==> src/sv/qwt_pkg.sv <==
// Shared constants, types and helpers for the quoted word tokenizer.
`timescale 1ns / 1ps
package qwt_pkg;

  // Lexer modes
  localparam logic [2:0] MODE_NORMAL = 3'd0;
  localparam logic [2:0] MODE_ESC    = 3'd1;
  localparam logic [2:0] MODE_DQ     = 3'd2;
  localparam logic [2:0] MODE_DQ_ESC = 3'd3;
  localparam logic [2:0] MODE_SQ     = 3'd4;
  localparam logic [2:0] MODE_HALT   = 3'd5;

  // Result kinds
  localparam logic [1:0] KIND_BYTE  = 2'd0;
  localparam logic [1:0] KIND_TOKEN = 2'd1;
  localparam logic [1:0] KIND_LINE  = 2'd2;

  // Characters of interest
  localparam logic [7:0] CH_NUL   = 8'h00;
  localparam logic [7:0] CH_BSL   = 8'h5C;
  localparam logic [7:0] CH_DQUOT = 8'h22;
  localparam logic [7:0] CH_SQUOT = 8'h27;
  localparam logic [7:0] CH_SPACE = 8'h20;
  localparam logic [7:0] CH_TAB   = 8'h09;
  localparam logic [7:0] CH_LF    = 8'h0A;
  localparam logic [7:0] CH_CR    = 8'h0D;

  localparam int          CNT_W   = 16;
  localparam logic [15:0] CNT_MAX = 16'hFFFF;

  // Results one input byte can cause; bit 0 token byte, bit 1 token end, bit 2 line done
  typedef struct packed {
    logic [2:0]       valid;
    logic [7:0]       data_byte;
    logic [CNT_W-1:0] byte_total;
    logic [CNT_W-1:0] tok_total;
    logic [CNT_W-1:0] line_total;
  } qwt_bundle_t;

  function automatic logic [CNT_W-1:0] sat_inc(input logic [CNT_W-1:0] v);
    sat_inc = (v == CNT_MAX) ? v : v + 16'd1;
  endfunction

endpackage

==> src/sv/qwt_if.sv <==
// Valid/ready channel interfaces for input bytes and result items.
`timescale 1ns / 1ps
interface qwt_in_if;
  logic       valid;
  logic       ready;
  logic [7:0] ch;
  logic       end_of_line;

  modport source (output valid, output ch, output end_of_line, input ready);
  modport sink   (input valid, input ch, input end_of_line, output ready);
endinterface

interface qwt_out_if;
  logic        valid;
  logic        ready;
  logic [1:0]  kind;
  logic [7:0]  data_byte;
  logic [15:0] token_total;
  logic        run_last;

  modport source (output valid, output kind, output data_byte, output token_total,
                  output run_last, input ready);
  modport sink   (input valid, input kind, input data_byte, input token_total,
                  input run_last, output ready);
endinterface

==> src/sv/qwt_lexer.sv <==
// Lexer state and per-byte decode into a bundle of up to three results.
`timescale 1ns / 1ps
module qwt_lexer (
  input  logic                clk,
  input  logic                rst,
  input  logic                accept,
  input  logic [7:0]          ch,
  input  logic                end_of_line,
  output qwt_pkg::qwt_bundle_t bundle
);
  import qwt_pkg::*;

  logic [2:0]       lex_mode, lex_mode_next;
  logic             force_token, force_token_next;
  logic             token_pending, token_pending_next;
  logic [CNT_W-1:0] token_counter, token_counter_next;

  logic [2:0]       mode_n;
  logic             force_n, pend_n, emit, fin, fin_eol;
  logic [CNT_W-1:0] cnt1, cnt2;

  always_comb begin
    mode_n  = lex_mode;
    force_n = force_token;
    pend_n  = token_pending;
    emit    = 1'b0;
    fin     = 1'b0;
    case (lex_mode)
      MODE_NORMAL: begin
        if (ch == CH_NUL) begin
          mode_n = MODE_HALT;
        end else if (ch == CH_BSL) begin
          mode_n = MODE_ESC;
        end else if (ch == CH_DQUOT) begin
          force_n = 1'b1;
          mode_n  = MODE_DQ;
        end else if (ch == CH_SQUOT) begin
          force_n = 1'b1;
          mode_n  = MODE_SQ;
        end else if (ch inside {CH_SPACE, CH_TAB, CH_LF, CH_CR}) begin
          fin = force_token | token_pending;
        end else begin
          emit = 1'b1;
        end
      end
      MODE_ESC: begin
        emit   = 1'b1;
        mode_n = MODE_NORMAL;
      end
      MODE_DQ: begin
        if (ch == CH_NUL) begin
          mode_n = MODE_HALT;
        end else if (ch == CH_BSL) begin
          mode_n = MODE_DQ_ESC;
        end else if (ch == CH_DQUOT) begin
          mode_n = MODE_NORMAL;
        end else begin
          emit = 1'b1;
        end
      end
      MODE_DQ_ESC: begin
        emit   = 1'b1;
        mode_n = MODE_DQ;
      end
      MODE_SQ: begin
        if (ch == CH_NUL) begin
          mode_n = MODE_HALT;
        end else if (ch == CH_SQUOT) begin
          mode_n = MODE_NORMAL;
        end else begin
          emit = 1'b1;
        end
      end
      default: begin
        mode_n = MODE_HALT;
      end
    endcase

    if (emit) begin
      pend_n = 1'b1;
    end
    if (fin) begin
      force_n = 1'b0;
      pend_n  = 1'b0;
    end
    cnt1 = fin ? sat_inc(token_counter) : token_counter;
    // end of line flushes whatever token is still open
    fin_eol = end_of_line & (force_n | pend_n);
    cnt2    = fin_eol ? sat_inc(cnt1) : cnt1;

    bundle.valid      = {end_of_line, fin | fin_eol, emit};
    bundle.data_byte  = ch;
    bundle.byte_total = token_counter;
    bundle.tok_total  = cnt2;
    bundle.line_total = cnt2;

    if (end_of_line) begin
      lex_mode_next      = MODE_NORMAL;
      force_token_next   = 1'b0;
      token_pending_next = 1'b0;
      token_counter_next = '0;
    end else begin
      lex_mode_next      = mode_n;
      force_token_next   = force_n;
      token_pending_next = pend_n;
      token_counter_next = cnt2;
    end
  end

  always_ff @(posedge clk) begin
    if (rst) begin
      lex_mode      <= MODE_NORMAL;
      force_token   <= 1'b0;
      token_pending <= 1'b0;
      token_counter <= '0;
    end else if (accept) begin
      lex_mode      <= lex_mode_next;
      force_token   <= force_token_next;
      token_pending <= token_pending_next;
      token_counter <= token_counter_next;
    end
  end

endmodule

==> src/sv/qwt_serializer.sv <==
// Result register: holds one bundle and hands its results out one per transaction.
`timescale 1ns / 1ps
module qwt_serializer (
  input  logic                 clk,
  input  logic                 rst,
  input  logic                 load,
  input  qwt_pkg::qwt_bundle_t bundle,
  output logic                 can_load,
  qwt_out_if.source            out_chan
);
  import qwt_pkg::*;

  logic [2:0]  pend, pend_next;
  qwt_bundle_t held;
  logic [2:0]  lowest, rest;
  logic        take;

  always_comb begin
    if (pend[0]) begin
      lowest = 3'b001;
    end else if (pend[1]) begin
      lowest = 3'b010;
    end else begin
      lowest = 3'b100;
    end
    rest = pend & ~lowest;
    take = (|pend) & out_chan.ready;

    out_chan.valid    = |pend;
    out_chan.run_last = (rest == 3'b000);
    if (pend[0]) begin
      out_chan.kind        = KIND_BYTE;
      out_chan.data_byte   = held.data_byte;
      out_chan.token_total = held.byte_total;
    end else if (pend[1]) begin
      out_chan.kind        = KIND_TOKEN;
      out_chan.data_byte   = 8'd0;
      out_chan.token_total = held.tok_total;
    end else begin
      out_chan.kind        = KIND_LINE;
      out_chan.data_byte   = 8'd0;
      out_chan.token_total = held.line_total;
    end

    // a new bundle may enter as the last pending result leaves
    can_load  = (pend == 3'b000) || (take && rest == 3'b000);
    pend_next = take ? rest : pend;
    if (load) begin
      pend_next = bundle.valid;
    end
  end

  always_ff @(posedge clk) begin
    if (rst) begin
      pend <= 3'b000;
    end else begin
      pend <= pend_next;
    end
  end

  always_ff @(posedge clk) begin
    if (load) begin
      held <= bundle;
    end
  end

endmodule

==> src/sv/quoted_word_tokenizer_top.sv <==
// Top level of the quoted word tokenizer.
// Splits a line, one byte per input transaction, into shell-style words and emits token
// bytes, token-end marks and a line-done item with the saturating token count. A byte
// that causes at most one result is taken every cycle while the output accepts; one that
// causes two or three results holds the input while the output register delivers them,
// one result per output transaction. Bytes with no result leave the result register
// empty. The lexer state and the single result register set this behaviour.
`timescale 1ns / 1ps
module quoted_word_tokenizer_top (
  input  logic       clk,
  input  logic       rst,
  qwt_in_if.sink     in_chan,
  qwt_out_if.source  out_chan
);
  import qwt_pkg::*;

  qwt_bundle_t bundle;
  logic        can_load;
  logic        accept;

  assign in_chan.ready = can_load;
  assign accept        = in_chan.valid & can_load;

  qwt_lexer u_lexer (
    .clk         (clk),
    .rst         (rst),
    .accept      (accept),
    .ch          (in_chan.ch),
    .end_of_line (in_chan.end_of_line),
    .bundle      (bundle)
  );

  qwt_serializer u_ser (
    .clk      (clk),
    .rst      (rst),
    .load     (accept),
    .bundle   (bundle),
    .can_load (can_load),
    .out_chan (out_chan)
  );

  a_eol_gives_result: assert property (@(posedge clk) disable iff (rst)
    accept && in_chan.end_of_line |=> out_chan.valid)
    else $error("line end accepted without a pending result");

  a_line_is_last: assert property (@(posedge clk) disable iff (rst)
    out_chan.valid && out_chan.kind == KIND_LINE |-> out_chan.run_last)
    else $error("line done item not marked last");

  a_mark_no_data: assert property (@(posedge clk) disable iff (rst)
    out_chan.valid && out_chan.kind != KIND_BYTE |-> out_chan.data_byte == 8'd0)
    else $error("non-byte result carries data");

endmodule
==> src/flat_wrapper.sv <==
// flat-port wrapper written by rule: the top's interface ports become plain ports
module quoted_word_tokenizer_top_flat import qwt_pkg::*;
  (clk, rst, in_chan_valid, in_chan_ch, in_chan_end_of_line, in_chan_ready, out_chan_valid, out_chan_kind, out_chan_data_byte, out_chan_token_total, out_chan_run_last, out_chan_ready);
  qwt_in_if in_chan_i ();
  qwt_out_if out_chan_i ();
  input  logic clk;
  input  logic rst;
  input wire logic [$bits(in_chan_i.valid)-1:0] in_chan_valid;
  input wire logic [$bits(in_chan_i.ch)-1:0] in_chan_ch;
  input wire logic [$bits(in_chan_i.end_of_line)-1:0] in_chan_end_of_line;
  output wire logic [$bits(in_chan_i.ready)-1:0] in_chan_ready;
  output wire logic [$bits(out_chan_i.valid)-1:0] out_chan_valid;
  output wire logic [$bits(out_chan_i.kind)-1:0] out_chan_kind;
  output wire logic [$bits(out_chan_i.data_byte)-1:0] out_chan_data_byte;
  output wire logic [$bits(out_chan_i.token_total)-1:0] out_chan_token_total;
  output wire logic [$bits(out_chan_i.run_last)-1:0] out_chan_run_last;
  input wire logic [$bits(out_chan_i.ready)-1:0] out_chan_ready;
  assign in_chan_i.valid = in_chan_valid;
  assign in_chan_i.ch = in_chan_ch;
  assign in_chan_i.end_of_line = in_chan_end_of_line;
  assign in_chan_ready = in_chan_i.ready;
  assign out_chan_valid = out_chan_i.valid;
  assign out_chan_kind = out_chan_i.kind;
  assign out_chan_data_byte = out_chan_i.data_byte;
  assign out_chan_token_total = out_chan_i.token_total;
  assign out_chan_run_last = out_chan_i.run_last;
  assign out_chan_i.ready = out_chan_ready;
  quoted_word_tokenizer_top u_core (.clk(clk), .rst(rst), .in_chan(in_chan_i), .out_chan(out_chan_i));
endmodule
==> config.mk <==
export PLATFORM = sky130hd
export DESIGN_NAME = quoted_word_tokenizer_top_flat
export DESIGN_NICKNAME = d
export VERILOG_FILES = /design/src/sv/qwt_pkg.sv /design/src/sv/qwt_if.sv /design/src/sv/qwt_lexer.sv /design/src/sv/qwt_serializer.sv /design/src/sv/quoted_word_tokenizer_top.sv /design/src/flat_wrapper.sv
export SDC_FILE = /design/constraint.sdc
export NUM_CORES = 1
export LEC_CHECK = 0
export BUFFER_PORTS_ARGS = -buffer_cell sky130_fd_sc_hd__buf_4
export CAP_MARGIN = 20
export CORE_AREA = 2 2 84 86
export DETAILED_ROUTE_END_ITERATION = 6
export DIE_AREA = 0 0 86 88
export PLACE_DENSITY = 0.79
export RECOVER_POWER = 25
export REMOVE_ABC_BUFFERS = 1
export SLEW_MARGIN = 20
export SYNTH_ARGS = -nofsm -noshare
export SYNTH_HDL_FRONTEND = slang
export SYNTH_SLANG_ARGS = --single-unit
==> constraint.sdc <==
create_clock -name clk -period 4.6 [get_ports clk]
set_input_delay 0.46 -clock clk [delete_from_list [all_inputs] [get_ports clk]]
set_output_delay 0.46 -clock clk [all_outputs]
set_load 0.02 [all_outputs]
# Yosys cells after proc, flatten, opt, wreduce, memory -nomap -nowiden
# Cells that the tools add are included.
# W data, S select, Z words.
# classes
n_addsub,2
eq_ne,16
mux,51
n_bitwise,8
n_reduce_logical,11
# ops
op,n
$mux W16,6
$mux W3,14
$add A16 B1 Y16 const B,2
$eq A16 B16 Y1 const B,2
$mux W1,26
$eq A8 B4 Y1 const B,3
$eq A8 B6 Y1 const B,3
$pmux W3 S5,1
$logic_not A3 Y1,3
$eq A8 B7 Y1 const B,1
$logic_not A8 Y1,1
$mux W8,1
$eq A3 B2 Y1 const B,2
$ne A6 B6 Y1 const B,1
$ne A5 B5 Y1 const B,1
$mux W2,2
$ne A4 B4 Y1 const B,1
$pmux W1 S4,1
$reduce_and A4 Y1,1
$reduce_bool A4 Y1,1
$and A1 B1 Y1,3
$and A3 B3 Y3,1
$eq A3 B1 Y1 const B,1
$eq A3 B3 Y1 const B,1
other kinds (7),9
# word_totals
register_bits,64
inputBits,13
output_inout_bits,29
elab_cells,96

# Depth between registers and ports, before layout
# Gate-level depths: netlist (run 1).
# depth
depth_word,14
ltp_mapped,15
ltp_nobuf,12

# Cells and area by module
# A second synthesis (run 1) with hierarchy kept.
# unflattened
cells_unflattened,491
area_unflattened_um2,4802.1
# modules_own_cells
module,n_inst,cells_per_inst,area_per_inst_um2,seq_area_each_um2
qwt_lexer,1,346,2513.7,420.4
qwt_serializer,1,144,2282.2,1741.7
quoted_word_tokenizer_top,1,1,6.3,0.0

# Worst setup path before layout (run 1)
# Ideal clock, no wire load.
# synth_path
kind,reg2reg
start,register u_core.u_ser.pend[1]
end,register u_core.u_lexer.lex_mode[1]
setup_ps,71
arrival_ps,3745
t_required_ps,4529
path_slack_ps,784
path_stages_with_launch,8
path_buffers,0
synth_period_minus_slack_ps,3816
path_cell_list,dfxtp_1 > o21ai_0 > a21boi_0 > nand2_1 > inv_1 > o21ai_0 > or4_1 > a21oi_1
# synth_via
elab_chain_len,9
word_cells_on_any_way,12
classes_between,mux (2); bitwise (4); reduce/logical (6)
# synth_lines
item,line,text
start: declaration,qwt_serializer.sv:13,"logic [2:0] pend, pend_next;"
start signal: assignment,qwt_serializer.sv:57,pend <= pend_next;
$mux W3,qwt_serializer.sv:21,end else if (pend[1]) begin
$mux W3,qwt_serializer.sv:19,if (pend[0]) begin
$not A3 Y3,qwt_serializer.sv:26,rest = pend & ~lowest;
$and A3 B3 Y3 (*),qwt_serializer.sv:26,
$logic_not A3 Y1 (*),-,
net out_chan_run_last,flat_wrapper.sv:16,output wire logic [$bits(out_chan_i.run_last)-1:0] out_chan_run_last;
$logic_and A1 B1 Y1 (*),qwt_serializer.sv:46,can_load = (pend == 3'b000) || (take && rest == 3'b000);
$logic_or A1 B1 Y1 (*),qwt_serializer.sv:46,
net in_chan_ready,flat_wrapper.sv:11,output wire logic [$bits(in_chan_i.ready)-1:0] in_chan_ready;
$and A1 B1 Y1 (*),quoted_word_tokenizer_top.sv:22,assign accept = in_chan.valid & can_load;
net u_core.accept,quoted_word_tokenizer_top.sv:19,logic accept;
$reduce_and A4 Y1 (no line) (*),-,
end signal: assignment,qwt_lexer.sv:117,lex_mode <= lex_mode_next;
end: declaration,qwt_lexer.sv:13,"logic [2:0] lex_mode, lex_mode_next;"
# Mark *: on every way through the listed nets, which the timed path passes. The rest lies on a longest branch.
# A chain may end at the register's enable or synchronous reset.

==> results by group, run 1 <==
Critical path
  • Slowest stage delay, CP: 0.47 ns
  • CP endpoint kind: register
  • CP max-delay cell: o31a_1
  • Critical path cell sequence: clkbuf_1 -> and2_1 -> nand3_1 -> nor3_1 -> buf_4 -> or3_1 -> nand2_1 -> nand2_1 -> ha_1 -> o21ai_0 -> or3_1 -> o31a_1 -> and3b_1 -> xnor2_1
  • Crit path launch type: register
  • Worst endpoint data arrival time: 3.89 ns
  • Buf/Inv on CP: 2
  • Worst r2r path cells: 14
  • Crit path max-delay family: simple AND/OR/NAND/NOR gates
  • Reg2reg setup slack: 0.80 ns
  • WP depth: 14
  • Crit path max fanout: 11
  • CP Class: reg -> reg
  • Required @ worst endpoint: 4.69 ns

Synthesis
  • Warnings from Yosys: 0
  • Seq/Total Area, Yosys: 44.0%
  • Post-synth ARST share: 0%
  • Top cells by count, synth: edfxtp_1, nand2_1, nor2_1
  • Yosys top cell area share: 31.4%
  • Post-Syn Area per Cell: 9.59 µm²
  • Number of flops mapped to enable cells by yosys: 40
  • Area leader, netlist: edfxtp_1
  • Count of cell types in the netlist: 59
  • Post-synthesis cell area: 0.00382 mm²
  • Main synth FF type: edfxtp_1
  • Count leader, synth: edfxtp_1
  • #FFs+latches synth: 64
  • Cells after synthesis: 399
  • Synth top area cells: edfxtp_1, dfxtp_1, mux2_2

Finish
  • Area grow syn2layout: 15.7%
  • Share of layout cells above drive strength 1: 19.6%
  • Area of the multi-input gates: 0.00202 mm²
  • Fillers: 552
  • Register area: 0.00168 mm²
  • Ant. Diodes: 0
  • Final Instance Area: 0.00443 mm²
  • Non-filler cells, final: 530
  • Total Nets Final: 460

Global routing
  • Vias in the first global route: 3228
  • First-pass GRT wire length: 16000 µm
  • GRT Total Usage: 27.7%
  • Total grt overflow: 0
  • Largest net degree at the start of global routing: 27
  • Initial antenna violation count: 0

Power
  • Combinational power share: 12.8%
  • PD cells: 322 mW/mm²
  • Static leakage power: 1.53 nW
  • Design Power: 1.43 mW
  • Switching portion of total power: 24.8%
  • Clock Power Share: 41.2%
  • Sw Pwr: 0.353 mW
  • P_int: 1.07 mW
  • Worst vdd ir: 0.196 mV
  • Power share of the sequential group: 46.0%

Die
  • Die Height: 88 µm
  • Std-Cell Rows: 30
  • Core footprint: 0.00664 mm²
  • Die Area: 0.00757 mm²
  • I/O pin total: 42
  • Initial Utilization: 57.6%
  • Die Width: 86 µm

STA
  • Final Setup Violations: 0
  • Actual slew at the worst max-slew pin: 1.27 ns
  • RSZ-0062 raised after global routing: false
  • Crit share post-route: 82.6%
  • Max Freq: 263 MHz
  • Slew Limit Fails: 0
  • Crit path time final: 3.80 ns
  • Setup TNS: 0 ns
  • Min setup slack post-route: 0.798 ns
  • Number of hold violations in the final report: 0
  • Clock skew: 0.00869 ns
  • Slew Limit Headroom: 15.4%

Route
  • DRC: 0
  • Starting DRC count in detailed routing: 249
  • Vias per inst: 6.32
  • Antenna viol nets, final: 0
  • WL final: 9920 µm
  • Wire per inst: 18.7 µm
  • First-pass DRT Iterations: 4
  • Via count: 3347

Placement
  • Placer Congestion: 0.987
  • Setup WS pre-CTS: 0.620 ns
  • Dpl cell area: 0.00425 mm²
  • DP HPWL: 6770 µm
  • Placed Cells: 514
  • # port buffers: 41

Min path
  • Hold Crit Class: in -> reg
  • Hold Crit Depth: 2

Clock tree
  • Clock-pin slew on the worst setup and hold paths: 0.08 ns
  • Hold Buf Count CTS: 0
  • Cts bufs inserted: 9
  • H-tree levels: 3
  • Post-CTS setup buffer count: 0
  • Longest Clk Path Bufs: 2
  • Skew-Pair Late Insertion Delay: 0.35 ns
  • CTS tree: yes
  • Clock sinks: 64
  • Post-CTS Resized: 0
  • Root Driver: clkbuf_8

Flow run
  • Max-cap check violation count: 0

Run status
  • Status: finished clean
metrics by stage:
step | hold slack [ns] | utilization (%)
finish | 0.344 | 66.6
CTS | 0.297 | 67.6
global route | 0.341 | 66.6
floorplan | 0.469 | -
detailed placement | 0.484 | 64.0
global placement | 0.481 | 64.0
power groups by stage:
stage	combinational [mW]	clock, mW	sequential (mW)
floorplan	0.105	0	0.668
global route	0.195	0.619	0.659
CTS	0.192	0.597	0.655
global placement	0.188	0	0.666
finish	0.182	0.588	0.655
detailed placement	0.191	0	0.667
sequential cells by signal, indices dropped and copies added, names as in the netlist:
signal                        flops
u_core.u_ser.held                40
u_core.u_lexer.lex_mode           3
u_core.u_ser.pend                 3
u_core.u_lexer.token_counter     16
u_core.u_lexer.token_pending      1
u_core.u_lexer.force_token        1
cells in the final DEF (no fill, tap or decap), drive strengths merged, types with 3 or more instances in the layout:
cell / netlist / final
a211oi: 4 / 4
a21oi: 19 / 19
a22o: 3 / 3
a31oi: 8 / 8
and2: 9 / 9
and3: 4 / 4
and4: 3 / 3
buf: 9 / 39
bufinv: 0 / 3
clkbuf: 13 / 27
clkinv: 0 / 3
dfxtp: 24 / 24
edfxtp: 40 / 40
inv: 6 / 6
mux2: 21 / 21
mux2i: 4 / 4
nand2: 35 / 35
nand2b: 4 / 4
nand3: 12 / 12
nand3b: 7 / 7
nand4: 10 / 10
nor2: 33 / 33
nor2b: 8 / 8
nor3: 23 / 23
nor3b: 4 / 4
nor4: 8 / 8
nor4b: 3 / 3
o21ai: 23 / 23
or3: 7 / 7
or4: 3 / 3
xnor2: 13 / 13
xor2: 12 / 12
worst reg2reg max path, cell delays in order (launching register included):
cell,delay [ns]
dfxtp_1,0.32
clkbuf_1,0.40
and2_1,0.25
nand3_1,0.17
nor3_1,0.25
buf_4,0.18
or3_1,0.18
nand2_1,0.07
nand2_1,0.11
ha_1,0.17
o21ai_0,0.18
or3_1,0.41
o31a_1,0.47
and3b_1,0.27
xnor2_1,0.12
logic make-up after synthesis:
kind of cell             share of synthesized area [%]
AO/OA/AOI/OAI                                     13.4
XOR/XNOR                                          5.72
adder cells (fa/ha/maj)                          0.654
buffers and inverters                             3.27
flip-flops                                        44.0
multiplexers                                      7.33
AND/OR/NAND/NOR                                   25.7
routing by layer:
layer  vias up  routed length, µm  GRT usage (%)
met5         -                  0              0
met4         0                375           13.7
met3        37                723           6.69
met2       155               4710           45.9
met1      1572               4110           33.9
li1       1583                  -              -
layout make-up:
cell class,count,share of cell area [%]
multi-input combinational,307,45.6
sequential,64,38.0
timing repair buffer,57,8.14
clock buffer,9,2.80
clock inverter,7,2.71
tap,80,2.26
inverter,6,0.509
final timing paths:
path / startpoint / endpoint
max reg2reg: u_core.u_lexer.token_counter[6] / u_core.u_ser.held[5]
min reg2reg: u_core.u_lexer.token_pending / u_core.u_lexer.token_pending
min: out_chan_ready / u_core.u_ser.pend[2]
max: u_core.u_lexer.token_counter[6] / u_core.u_ser.held[5]
No activity file was read; power rests on OpenSTA's default activity.
==> run 2, diff against run 1 <==
==> constraint.sdc (replaced) <==
create_clock -name clk -period 3.5 [get_ports clk]
set_input_delay 0.35 -clock clk [delete_from_list [all_inputs] [get_ports clk]]
set_output_delay 0.35 -clock clk [all_outputs]
set_load 0.02 [all_outputs]
==> results by group, run 2 (synthesis gave the netlist of run 1 again) <==
Run status
  • Status: finished clean

Global routing
  • Total grt overflow: 0 (unchanged)
  • Met2 Usage GRT: 44.9% (-0.99 points)
  • GRT Total Usage: 27.5% (-0.17 points)
  • GR Util met3: 6.22% (-0.47 points)
  • Largest net degree at the start of global routing: 27 (unchanged)
  • Vias in the first global route: 3310 (+2.5%)
  • First-pass GRT wire length: 16100 µm (+0.56%)
  • Met1 Use GR: 35.3% (+1.5 points)
  • Initial antenna violation count: 0 (unchanged)
  • Busiest layer in global routing: met2

Flow run
  • Max-cap check violation count: 0 (unchanged)

Finish
  • Max reg flops: 40 (unchanged)
  • Ant. Diodes: 0 (unchanged)
  • Commonest non-fill, non-tap cells in the layout: buf_4, edfxtp_1, nand2_1
  • Final Instance Area: 0.00470 mm² (+6.1%)
  • Non-filler cells, final: 570 (+7.5%)
  • Share of layout cells above drive strength 1: 27.8% (+8.2 points)
  • Top Registers: u_core.u_ser.held x40, u_core.u_lexer.token_counter x16
  • Commonest non-fill, non-tap cell in the layout: buf_4
  • Largest Register: u_core.u_ser.held
  • Area grow syn2layout: 22.8%
  • Final core occ: 70.7% (+4.1 points)
  • Fillers: 536 (-2.9%)
  • Total Nets Final: 500 (+8.7%)

Power
  • Combinational power share: 14.9% (+2.1 points)
  • Sw Pwr: 0.466 mW (+32%)
  • P_int: 1.22 mW (+14%)
  • Switching portion of total power: 27.6% (+2.8 points)
  • Worst vdd ir: 0.282 mV (+44%)
  • Clock Power Share: 34.2% (-7.0 points)
  • PD cells: 360 mW/mm² (+12%)
  • Power share of the sequential group: 50.9% (+4.9 points)
  • Static leakage power: 1.70 nW (+11%)

Route
  • First-pass DRT Iterations: 6 (+2)
  • Antenna viol nets, final: 0 (unchanged)
  • Via count: 3520 (+5.2%)
  • DRC: 0 (unchanged)
  • Wire per inst: 18.1 µm (-3.5%)
  • Vias per inst: 6.18 (-2.2%)
  • WL final: 10300 µm (+3.8%)
  • Starting DRC count in detailed routing: 282 (+13%)

STA
  • Crit share post-route: 93.9% (+11 points)
  • RSZ-0062 raised after global routing: false
  • Slew Limit Fails: 0 (unchanged)
  • Number of hold violations in the final report: 0 (unchanged)
  • Max Freq: 304 MHz (+16%)
  • Crit path time final: 3.29 ns (-0.515 ns)
  • Final Setup Violations: 0 (unchanged)
  • Actual slew at the worst max-slew pin: 0.763 ns (-0.507 ns)
  • Slew Limit Headroom: 49.1% (+34 points)
  • Min setup slack post-route: 0.213 ns (-0.585 ns)
  • Clock skew: 0.0117 ns (+0.00298 ns)
  • Hold WS: 0.213 ns (-0.131 ns)

Critical path
  • Crit path max fanout: 11 (unchanged)
  • CP Class: reg -> reg
  • Worst endpoint data arrival time: 3.38 ns (-0.51 ns)
  • Required @ worst endpoint: 3.59 ns (-1.10 ns)
  • Crit path launch type: register
  • CP endpoint kind: register

Clock tree
  • Cts bufs inserted: 9 (unchanged)
  • Hold Buf Count CTS: 0 (unchanged)
  • Longest Clk Path Bufs: 2 (unchanged)
  • Skew-Pair Late Insertion Delay: 0.35 ns (about the same)
  • H-tree levels: 3 (unchanged)
  • Clock sinks: 64 (unchanged)
  • CTS tree: yes
  • Root Driver: clkbuf_8
  • Clock-pin slew on the worst setup and hold paths: 0.08 ns (about the same)
  • Post-CTS setup buffer count: 0 (unchanged)

Placement
  • # port buffers: 41 (unchanged)
  • DP HPWL: 7400 µm (+9.3%)
  • Placed Cells: 554 (+7.8%)
  • Placer Congestion: 0.980 (-0.74%)
  • Dpl cell area: 0.00455 mm² (+7.1%)
  • Setup WS pre-CTS: -0.107 ns (-0.727 ns)

Die
  • Die Height: 88 µm (unchanged)
  • Std-Cell Rows: 30 (unchanged)
  • Core footprint: 0.00664 mm² (unchanged)
  • Die Area: 0.00757 mm² (unchanged)
  • Die Width: 86 µm (unchanged)
  • I/O pin total: 42 (unchanged)
  • Initial Utilization: 57.6% (unchanged)

Min path
  • Hold Crit Class: in -> reg
==> run 2: repair_timing <==
action | 4_1_cts | 5_1_grt
endpoints found under the setup margin | 1 | 13
resized for setup | 1 | 10
pin swaps | 0 | 0
hold endpoints to repair | 0 | 0
==> run 2: worst paths after layout <==
check,endpoint,slack [ns],startpoint,cells after the start
min reg2reg,u_core.u_ser.held[36],0.47,u_core.u_lexer.token_counter[4],0
min,u_core.u_ser.pend[2],0.21,out_chan_ready,2
max,u_core.u_ser.held[5],0.21,u_core.u_lexer.lex_mode[1],11
max reg2reg,u_core.u_ser.held[5],0.21,u_core.u_lexer.lex_mode[1],11
==> run 2: worst max-delay path: stages (launching register included) <==
cell and delay (ns):
dfxtp_1 0.37, or2_2 0.36, a31oi_4 0.22, nand2b_2 0.15
nor3_4 0.26, xnor2_1 0.19, ha_1 0.21, o21ai_0 0.10
or3_1 0.41, o31a_4 0.43, and3b_1 0.21, xnor2_1 0.12
==> run 2: power by group through the flow <==
stage	Sequential, mW	Combinational [mW]	Clock [mW]
2_1_floorplan	0.878	0.138	0
6_report	0.861	0.253	0.578
3_3_place_gp	0.875	0.256	0
4_1_cts	0.860	0.263	0.596
3_5_place_dp	0.878	0.261	0
5_1_grt	0.864	0.270	0.629
==> run 2: final cells by class <==
type | count | area [µm²] | area share [%]
clock inverters | 6 | 42.5 | 0.906
clock buffers | 10 | 138 | 2.93
multi-input cells | 307 | 2060 | 43.8
flip-flops and latches | 64 | 1690 | 35.9
well taps | 80 | 100 | 2.13
inverters | 6 | 22.5 | 0.479
repair buffers | 97 | 653 | 13.9
==> run 2: metrics by stage <==
step	TNS [ns]	power, mW
floorplan	-4.36	1.02
global placement	-0.0256	1.13
detailed placement	-0.323	1.14
CTS	0	1.72
global route	0	1.76
finish	0	1.69
==> run 2: layer usage <==
layer	wire length (µm)	vias up	share of wire, %
met5	0	-	0
met4	265	0	2.6
met3	809	33	7.9
met2	4850	192	47
met1	4370	1630	42
li1	-	1665	-
==> run 3, diff against run 2 <==
--- a/config.mk
+++ b/config.mk
@@ -10,6 +10,7 @@
 export CORE_AREA = 2 2 84 86
 export DETAILED_ROUTE_END_ITERATION = 6
 export DIE_AREA = 0 0 86 88
+export MAX_ROUTING_LAYER = met4
 export PLACE_DENSITY = 0.79
 export RECOVER_POWER = 25
 export REMOVE_ABC_BUFFERS = 1
==> results by group, run 3 (synthesis gave the netlist of run 1 again) <==
Run status
  • Status: finished clean

Die
  • Die Width: 86 µm (unchanged)
  • I/O pin total: 42 (unchanged)
  • Core footprint: 0.00664 mm² (unchanged)
  • Std-Cell Rows: 30 (unchanged)
  • Initial Utilization: 57.6% (unchanged)
  • Die Area: 0.00757 mm² (unchanged)
  • Die Height: 88 µm (unchanged)

Power
  • Combinational power share: 13.6% (-1.3 points)
  • Switching portion of total power: 25.0% (-2.5 points)
  • P_int: 1.43 mW (+17%)
  • Sw Pwr: 0.477 mW (+2.3%)
  • Worst vdd ir: 0.256 mV (-9.3%)
  • PD cells: 395 mW/mm² (+9.6%)
  • Power share of the sequential group: 45.1% (-5.8 points)
  • Clock Power Share: 41.3% (+7.1 points)
  • Static leakage power: 1.78 nW (+4.5%)

Finish
  • Max reg flops: 40 (unchanged)
  • Commonest non-fill, non-tap cells in the layout: buf_4, edfxtp_1, nand2_1
  • Area grow syn2layout: 26.2%
  • Ant. Diodes: 0 (unchanged)
  • Top Registers: u_core.u_ser.held x40, u_core.u_lexer.token_counter x16
  • Share of layout cells above drive strength 1: 28.8% (+1.0 points)
  • Fillers: 505 (-5.8%)
  • Total Nets Final: 510 (+2.0%)
  • Largest Register: u_core.u_ser.held
  • Final core occ: 72.7% (+2.0 points)
  • Commonest non-fill, non-tap cell in the layout: buf_4

Route
  • WL final: 10300 µm (+0.37%)
  • Wire per inst: 17.8 µm (-1.4%)
  • Vias per inst: 6.00 (-2.8%)
  • Starting DRC count in detailed routing: 233 (-17%)
  • First-pass DRT Iterations: 5 (-1)
  • DRC: 0 (unchanged)
  • Via count: 3481 (-1.1%)
  • Antenna viol nets, final: 0 (unchanged)

Critical path
  • Slowest stage delay, CP: 0.54 ns (+0.11 ns)
  • Critical path cell sequence: or2_2 -> a31oi_2 -> nand2b_1 -> buf_4 -> buf_4 -> or4_4 -> xor2_1 -> nor4_2 -> nand4_1 -> nor3b_2 -> mux2i_1
  • CP endpoint kind: register
  • Worst endpoint data arrival time: 3.55 ns (+0.17 ns)
  • CP max-delay cell: or4_4
  • Required @ worst endpoint: 3.70 ns (+0.11 ns)
  • CP Class: reg -> reg
  • CP most frequent cell: buf_4
  • Crit path launch type: register
  • Crit path max fanout: 10 (-1)

Min path
  • Hold Crit Class: in -> reg

Clock tree
  • Hold Buf Count CTS: 0 (unchanged)
  • Longest Clk Path Bufs: 2 (unchanged)
  • Clock-pin slew on the worst setup and hold paths: 0.08 ns (about the same)
  • Clock sinks: 64 (unchanged)
  • H-tree levels: 3 (unchanged)
  • Root Driver: clkbuf_8
  • Skew-Pair Late Insertion Delay: 0.35 ns (about the same)
  • CTS tree: yes
  • Cts bufs inserted: 9 (unchanged)

Global routing
  • Largest net degree at the start of global routing: 27 (unchanged)
  • Vias in the first global route: 3309 (-0.030%)
  • Total grt overflow: 0 (unchanged)
  • GRT Total Usage: 29.5% (+2.0 points)
  • First-pass GRT wire length: 16600 µm (+3.1%)
  • Initial antenna violation count: 0 (unchanged)

Placement
  • DP HPWL: 7510 µm (+1.5%)
  • # port buffers: 41 (unchanged)
  • Placer Congestion: 0.974 (-0.57%)

STA
  • Final Setup Violations: 0 (unchanged)
  • Max Freq: 298 MHz (-1.9%)
  • Crit share post-route: 95.7% (+1.8 points)
  • Clock skew: 0.0112 ns (-0.000444 ns)
  • Setup TNS: 0 ns (unchanged)
  • Slew Limit Fails: 0 (unchanged)
  • Slew Limit Headroom: 47.9% (-1.2 points)
  • Number of hold violations in the final report: 0 (unchanged)
  • RSZ-0062 raised after global routing: false
  • Crit path time final: 3.35 ns (+0.0637 ns)
  • Actual slew at the worst max-slew pin: 0.782 ns (+0.0190 ns)

Flow run
  • Max-cap check violation count: 0 (unchanged)
-- run 3: cell count changes in the layout (fill, tap and decap cells not counted), moves of 2 or more --
cell,previous run,this run
buf_4,77,88
bufinv_16,0,3
clkinv_2,2,0
clkinv_4,0,2
clkinvlp_4,2,0
dfxtp_1,21,23
dfxtp_2,3,1
-- run 3: worst max-delay path: cells and delay by family (launching register included) --
kind	cells	cell delay, ns
AND/OR/NAND/NOR	6	1.84
flip-flops	1	0.37
buffers and inverters	2	0.35
AO/OA/AOI/OAI	1	0.23
multiplexers	1	0.21
XOR/XNOR	1	0.18
-- run 3: area by class of cell --
class                           count  area, µm²  share of cell area [%]
Clock buffer                       10        128                    2.64
Clock inverter                      6        116                    2.41
Inverter                            6       22.5                   0.466
Multi-Input combinational cell    307       2050                    42.4
Sequential cell                    64       1680                    34.9
Tap cell                           80        100                    2.07
Timing Repair Buffer              107        732                    15.2
-- run 3: worst paths after layout --
check / start / endpoint / slack [ns] / depth (start not counted)
min: out_chan_ready / u_core.u_ser.pend[2] / 0.22 / 2
max: u_core.u_lexer.lex_mode[1] / u_core.u_ser.held[15] / 0.15 / 11
min reg2reg: u_core.u_lexer.token_counter[4] / u_core.u_ser.held[36] / 0.47 / 0
max reg2reg: u_core.u_lexer.lex_mode[1] / u_core.u_ser.held[15] / 0.15 / 11
-- run 3: stage by stage --
step / cell area, µm² / std cells / power (mW) / hold WS, ns / setup WS (ns)
after floorplan: 3720 / 377 / 1.02 / 0.419 / -0.505
after global placement: 4620 / 563 / 1.14 / 0.438 / 0.00825
after detailed placement: 4620 / 563 / 1.14 / 0.452 / -0.113
after CTS: 4860 / 579 / 1.93 / 0.213 / 0.0526
after global routing: 4830 / 580 / 1.97 / 0.218 / 0.00961
final: 4830 / 580 / 1.90 / 0.224 / 0.149
-- run 3: per-layer routing --
metal	track usage [%]	vias to the layer above	part of all wire, %
met5	-	-	0
met4	11.5	0	2.9
met3	5.18	28	6.4
met2	47.7	133	47
met1	36.9	1641	43
li1	-	1679	-
-- run 3: power by group through the flow --
stage | logic, mW | clock network [mW] | registers [mW]
2_1_floorplan | 0.138 | 0 | 0.878
3_3_place_gp | 0.262 | 0 | 0.874
3_5_place_dp | 0.267 | 0 | 0.876
4_1_cts | 0.269 | 0.798 | 0.859
5_1_grt | 0.277 | 0.832 | 0.862
6_report | 0.259 | 0.787 | 0.859
-- run 3: what timing repair did --
item                                   4_1_cts  5_1_grt
resized for setup                            0        7
setup endpoints to repair                    0       16
buffers inserted                             0        1
endpoints found under the hold margin        0        0
